`src/hdl/btpc_pkg.sv`:
```
// Shared types and constants for the barometric compensation core.
`default_nettype none
package btpc_pkg;
    localparam int unsigned RawW = 20;
    localparam logic [63:0] FineOffset = 64'd128000;
    localparam logic [63:0] FullScale = 64'd1048576;
    localparam logic [63:0] DivScale = 64'd3125;
    localparam logic [63:0] RoundHalf = 64'd128;
    localparam logic [63:0] CentiMul = 64'd5;

    localparam logic [1:0] CfgTemp = 2'd0;
    localparam logic [1:0] CfgPressLow = 2'd1;
    localparam logic [1:0] CfgPressHigh = 2'd2;
    localparam logic [1:0] CfgPressLast = 2'd3;

    // Shared ALU operations.
    typedef enum logic [2:0] {
        OP_MUL = 3'd0,
        OP_ADD = 3'd1,
        OP_SUB = 3'd2,
        OP_ASR = 3'd3,
        OP_SHL = 3'd4
    } alu_op_t;

    // Sequencer to divider handshake.
    typedef struct packed {
        logic start;
        logic [63:0] num;
        logic [63:0] den;
    } div_req_t;

    typedef struct packed {
        logic done;
        logic [63:0] quo;
    } div_rsp_t;

    function automatic logic [63:0] sext16(input logic [15:0] v);
        sext16 = {{48{v[15]}}, v};
    endfunction
endpackage
`default_nettype wire

```
`src/hdl/btpc_div.sv`:
```
// Radix-2 signed 64-bit divider, truncating toward zero, one bit per cycle.
`default_nettype none
module btpc_div
    import btpc_pkg::*;
(
    input  wire logic     aclk,
    input  wire logic     aresetn,
    input  wire div_req_t req,
    output div_rsp_t      rsp
);
    logic [63:0] rem_reg, quo_reg, den_reg;
    logic [6:0]  cnt_reg;
    logic        busy_reg, neg_reg, done_reg;
    logic [64:0] trial;
    logic [63:0] rem_sh;

    assign rem_sh = {rem_reg[62:0], quo_reg[63]};
    assign trial = {1'b0, rem_sh} - {1'b0, den_reg};

    always_ff @(posedge aclk) begin
        if (!aresetn) begin
            busy_reg <= 1'b0;
            done_reg <= 1'b0;
            cnt_reg <= '0;
        end else begin
            done_reg <= 1'b0;
            if (req.start) begin
                busy_reg <= 1'b1;
                cnt_reg <= 7'd64;
                rem_reg <= '0;
                quo_reg <= req.num[63] ? 64'd0 - req.num : req.num;
                den_reg <= req.den[63] ? 64'd0 - req.den : req.den;
                neg_reg <= req.num[63] ^ req.den[63];
            end else if (busy_reg) begin
                // Shift one quotient bit in per cycle.
                if (!trial[64]) begin
                    rem_reg <= trial[63:0];
                    quo_reg <= {quo_reg[62:0], 1'b1};
                end else begin
                    rem_reg <= rem_sh;
                    quo_reg <= {quo_reg[62:0], 1'b0};
                end
                cnt_reg <= cnt_reg - 7'd1;
                if (cnt_reg == 7'd1) begin
                    busy_reg <= 1'b0;
                    done_reg <= 1'b1;
                end
            end
        end
    end
    assign rsp.done = done_reg;
    assign rsp.quo = neg_reg ? 64'd0 - quo_reg : quo_reg;
endmodule
`default_nettype wire

```
`config.mk`:
```
export PLATFORM = sky130hd
export DESIGN_NAME = btpc_div
export DESIGN_NICKNAME = d
export VERILOG_FILES = /design/src/hdl/btpc_pkg.sv /design/src/hdl/btpc_div.sv
export SDC_FILE = /design/constraint.sdc
export NUM_CORES = 1
export LEC_CHECK = 0
export BUFFER_PORTS_ARGS = -buffer_cell sky130_fd_sc_hd__buf_2
export CAP_MARGIN = 10
export CELL_PAD_IN_SITES_DETAIL_PLACEMENT = 0
export CELL_PAD_IN_SITES_GLOBAL_PLACEMENT = 1
export CORE_MARGIN = 1.5
export CORE_UTILIZATION = 40
export DETAILED_ROUTE_END_ITERATION = 10
export GPL_TIMING_DRIVEN = 0
export MAX_ROUTING_LAYER = met4
export PLACE_DENSITY = 0.86
export SETUP_SLACK_MARGIN = 0.05
export SKIP_CTS_REPAIR_TIMING = 1
export SLEW_MARGIN = 20
export SYNTH_ARGS = -nofsm -noshare
export SYNTH_HDL_FRONTEND = slang
export SYNTH_SLANG_ARGS = --single-unit
```
`constraint.sdc`:
```
create_clock -name aclk -period 4.51 [get_ports aclk]
set_clock_uncertainty 0.1 [all_clocks]
set_input_delay 0.2255 -clock aclk [delete_from_list [all_inputs] [get_ports aclk]]
set_output_delay 0.2255 -clock aclk [all_outputs]
set_load 0.005 [all_outputs]
```
-- Word-level counts from Yosys, hierarchy flattened
Index checks and enable logic that the tools add are counted.
- bits in registers: 201
- input bits: 131
- output and inout port bits: 65
- add/sub/neg operators: 5
- eq/ne operators: 1
- mux-type cells: 14
- bitwise gates (word level): 3
- reduce and logical (&&, ||, !) cells: 5
- operators with widths (operator ; number):
    $mux W64 ; 4
    $sub A1 B64 Y64 const A ; 3
    $mux W63 ; 3
    $sub A64 B64 Y65 ; 1
    $mux W7 ; 2
    $eq A7 B1 Y1 const B ; 1
    $sub A7 B1 Y7 const B ; 1
    $mux W1 ; 5
    $reduce_and A2 Y1 ; 2
    $reduce_or A3 Y1 ; 1
    $not A1 Y1 ; 2
    $reduce_bool A2 Y1 ; 1
    $reduce_or A2 Y1 ; 1
    $xor A1 B1 Y1 ; 1

-- Logic depth before layout (Yosys ltp)
- word-level depth: 4
- depth in mapped cells: 15
- mapped depth without buffers: 13

-- Least setup slack after synthesis
Ideal clock, no wire load.
- path kind: in2reg
- start point: input port req[128] in the netlist's numbering
- end point: register busy_reg
- data arrival time: 4.077 ns
- data required time: 4.339 ns
- path slack: 0.262 ns
- stages on the path: 4
- path buffers: 2
- cell sequence: clkbuf_1 -> clkbuf_1 -> o21a_1 -> o41a_1
- cells in the longest elaborated chain, start to end: 1
- RTL lines (element ; RTL line ; source):
    start, declared ; btpc_div.sv:8 ; input wire div_req_t req,
    $mux W1 ; btpc_div.sv:27 ; if (req.start) begin
    end signal, assigned ; btpc_div.sv:22 ; busy_reg <= 1'b0;
    end signal, assigned ; btpc_div.sv:28 ; busy_reg <= 1'b1;
    end signal, assigned ; btpc_div.sv:45 ; busy_reg <= 1'b0;
    end, declared ; btpc_div.sv:13 ; logic busy_reg, neg_reg, done_reg;
No other way between the ends.
A chain may end at the register's enable or synchronous reset.

==> results.sh <==
export IMPL_ys_warn_count=0
export IMPL_drive_above_1_share=0.150
export IMPL_syn_to_final_growth_pct=21.8
export IMPL_insertion_delay_ns=0.54
export IMPL_grt_max_degree=58
export IMPL_cp_top_family="simple AND/OR/NAND/NOR gates"
export IMPL_period_share=0.953
export IMPL_post_route_util=0.493
export IMPL_drc_errors=0
export IMPL_drt_iter0_markers=1075
export IMPL_slew_headroom=0.284
export IMPL_vias=14500
export IMPL_grtUsageMet2=0.408
export IMPL_dp_hpwl_um=37500
export IMPL_globalRouteTotalUtil=0.241
export IMPL_end_kind="primary output"
export IMPL_core_um2=38600
export IMPL_critical_path_cell_chain="or3_1, or4_4, or2_2, nand2b_2, or4_4, nand2b_4, o41ai_4, nand2_1, xnor2_1, buf_2"
export IMPL_final_instance_count_excl_fill=2585
export IMPL_avgSynthCellArea_um2=8.92
export IMPL_worst_setup_path_type="reg -> out"
export IMPL_rsz0062_at_grt="yes"
export IMPL_cp_arrival_ns=3.97
export IMPL_p_per_area_nw_per_um2=338
export IMPL_first_global_vias=13700
export IMPL_tritoncts="built"
export IMPL_top_usage_layer="met2"
export IMPL_ys_seq_area_frac=0.380
export IMPL_grt_use_met3=0.0268
export IMPL_ir_worst_vdd_mv=0.277
export IMPL_crit_buf_inv=1
export IMPL_reg2reg_depth=12
export IMPL_synth_seq_cells=201
export IMPL_async_reset_ff_frac=0
export IMPL_worstHoldStart="req[1]"
export IMPL_dp_cells=2468
export IMPL_first_pass_iters=5
export IMPL_cts_inserted_buffers=25
export IMPL_failed_checks="negative hold slack"
export IMPL_fp_dieH_um=201
export IMPL_final_hold_viol_count=1
export IMPL_place_gp_congestion=0.934
export IMPL_synth_edf_count=192
export IMPL_hold_class="in -> reg"
export IMPL_grt_pass1_wl_um=75500
export IMPL_initial_core_util=0.405
export IMPL_h_tree_depth=1
export IMPL_hold_depth=3
export IMPL_cp_max_fo=6
export IMPL_path_clk_slew_ns=0.06
export IMPL_fillers=3656
export IMPL_startpoint_type="flip-flop"
export IMPL_worst_pin_slew_ns=1.07
export IMPL_syn_area_um2=15700
export IMPL_post_synth_num_cell_types=75
export IMPL_reg2reg_to="rem_reg[33]"
export IMPL_die_area_um2=40300
export IMPL_numClockSinks=201
export IMPL_die_x_um=201
export IMPL_design_portCount=196
export IMPL_holdWs_ns=-0.00530
export IMPL_cpPeakStageDelay_ns=0.46
export IMPL_syn_inst=1755
export IMPL_drv_slew=0
export IMPL_wirelength_um=49200
export IMPL_antenna_found_initial=1
export IMPL_synth_ff_type="edfxtp_1"
export IMPL_fin_crit_ns=4.30
export IMPL_clk_path_buf_depth=3
export IMPL_grt_overflow_total=0
export IMPL_cts_root_buffer="clkbuf_16"
export IMPL_syn_nets=1956
export IMPL_grt_use_met1=0.302
export IMPL_nets=2248
export IMPL_cap_violations=0
export IMPL_finalSetupViolations=0
export IMPL_path_common_cell="or4_4"
export IMPL_fmax_mhz=233
export IMPL_antenna_left=0
export IMPL_p_leak_nw=7.41
export IMPL_r2r_start="den_reg[1]"
export IMPL_whs_endpoint="den_reg[1]"
export IMPL_port_buffers=192
export IMPL_wl_per_cell_um=19.0
export IMPL_std_cell_rows=72
export IMPL_crit_required_ns=4.18
export IMPL_vias_per_cell=5.60
export IMPL_status="finished with violations"
export IMPL_rrSetupSlack_ns=0.26
export IMPL_cp_slowest_cell="or4_4"
==> cells by family (layout without fill, tap and decap cells) <==
group,count (synthesis),in the layout,share of synthesized area
other cells,0,2,0
flops,201,201,0.380
compound gates,490,490,0.199
mux,10,10,0.00703
xor+xnor,245,245,0.137
fa+ha+maj,70,70,0.0564
buf+inv,174,484,0.0437
simple gates,565,565,0.177
==> layout make-up <==
cell class	instances	area [um^2]	area share
Antenna cell	2	5.00	0.000263
Timing Repair Buffer	266	1740	0.0911
Buffer	82	357	0.0187
Tap cell	518	648	0.0340
Clock buffer	30	674	0.0354
Clock inverter	15	214	0.0112
Multi-Input combinational cell	1380	9140	0.480
Sequential cell	201	5950	0.312
Inverter	91	342	0.0179
==> stage by stage <==
step                setup TNS (ns)  setup WS [ns]  total power [mW]  hold slack (ns)  area, um^2
detailed placement           -9.76         -0.335              4.21            0.350       17400
global placement           -217.69          -1.75              4.19            0.344       17300
global route                     0         0.0237              6.77           0.0191       19100
finish                           0          0.210              6.45         -0.00530       19100
CTS                         -12.14         -0.344              6.40           -0.212       18200
floorplan                        0          0.262              3.62            0.224       15700
==> how the worst max path moves through the flow <==
stage,from,to,cells after the start
3_3_place_gp,req[128],busy_reg,4
6_report,quo_reg[5],rsp[62],10
2_1_floorplan,req[128],busy_reg,4
5_1_grt,quo_reg[63],rem_reg[33],14
4_1_cts,quo_reg[63],rem_reg[43],15
3_5_place_dp,quo_reg[63],rem_reg[43],15
==> routing by layer <==
layer	wire, um	vias up
met5	0	-
met4	1660	0
met3	3020	94
met2	23600	534
met1	20900	6871
li1	-	6980
==> worst reg2reg max path, delay by kind of cell (launching register included) <==
kind / cells / cell delay [ns]
flip-flops: 1 / 0.44
XOR/XNOR: 1 / 0.12
AND/OR/NAND/NOR: 1 / 0.14
buffers and inverters: 1 / 0.09
AO/OA/AOI/OAI: 8 / 2.94
adder cells (fa/ha/maj): 1 / 0.21
==> where the power goes <==
| part | internal (mW) | switching (mW) |
|---|---|---|
| Combinational | 0.778 | 1.13 |
| Clock | 1.35 | 0.829 |
| Sequential | 2.26 | 0.109 |
==> layout by cell type (no fill, tap or decap), types with 13 or more instances in the layout <==
master,instances
nor4_1,14
nand4_1,25
a21o_1,41
o41ai_1,22
clkbuf_1,64
or3_1,21
or4_1,22
a21oi_1,165
nand3_1,28
nor3_1,29
nor2_1,134
dlygate4sd3_1,64
o21ai_0,99
xor2_1,87
o31ai_1,56
nand2_1,195
ha_1,69
inv_1,91
a211oi_1,16
xnor2_1,158
nand2b_1,25
nor2b_1,13
clkbuf_16,25
edfxtp_1,192
o21bai_1,14
buf_2,195
==> cells in the mapped netlist, drive strengths merged (6+ instances only) <==
cell | instances | area share
buf | 9 | 0.0038
clkbuf | 73 | 0.018
nor3 | 29 | 0.0093
xor2 | 87 | 0.049
or4 | 28 | 0.014
o21ai | 99 | 0.032
nor4 | 17 | 0.0068
or2 | 9 | 0.0038
nor2 | 136 | 0.033
nand3 | 28 | 0.0089
a21boi | 10 | 0.0048
or3 | 23 | 0.0096
dfxtp | 9 | 0.012
a211oi | 17 | 0.0082
o41ai | 26 | 0.016
nand4 | 26 | 0.011
a21oi | 165 | 0.053
o31ai | 57 | 0.028
mux2 | 8 | 0.0058
nor4b | 6 | 0.0034
a31oi | 10 | 0.0040
ha | 69 | 0.055
nand2 | 195 | 0.047
nand3b | 6 | 0.0029
edfxtp | 192 | 0.37
inv | 91 | 0.022
nor2b | 13 | 0.0052
o21a | 7 | 0.0034
nand2b | 29 | 0.013
o21bai | 14 | 0.0067
a21o | 41 | 0.020
xnor2 | 158 | 0.088
(Power assumes the default switching activity.)
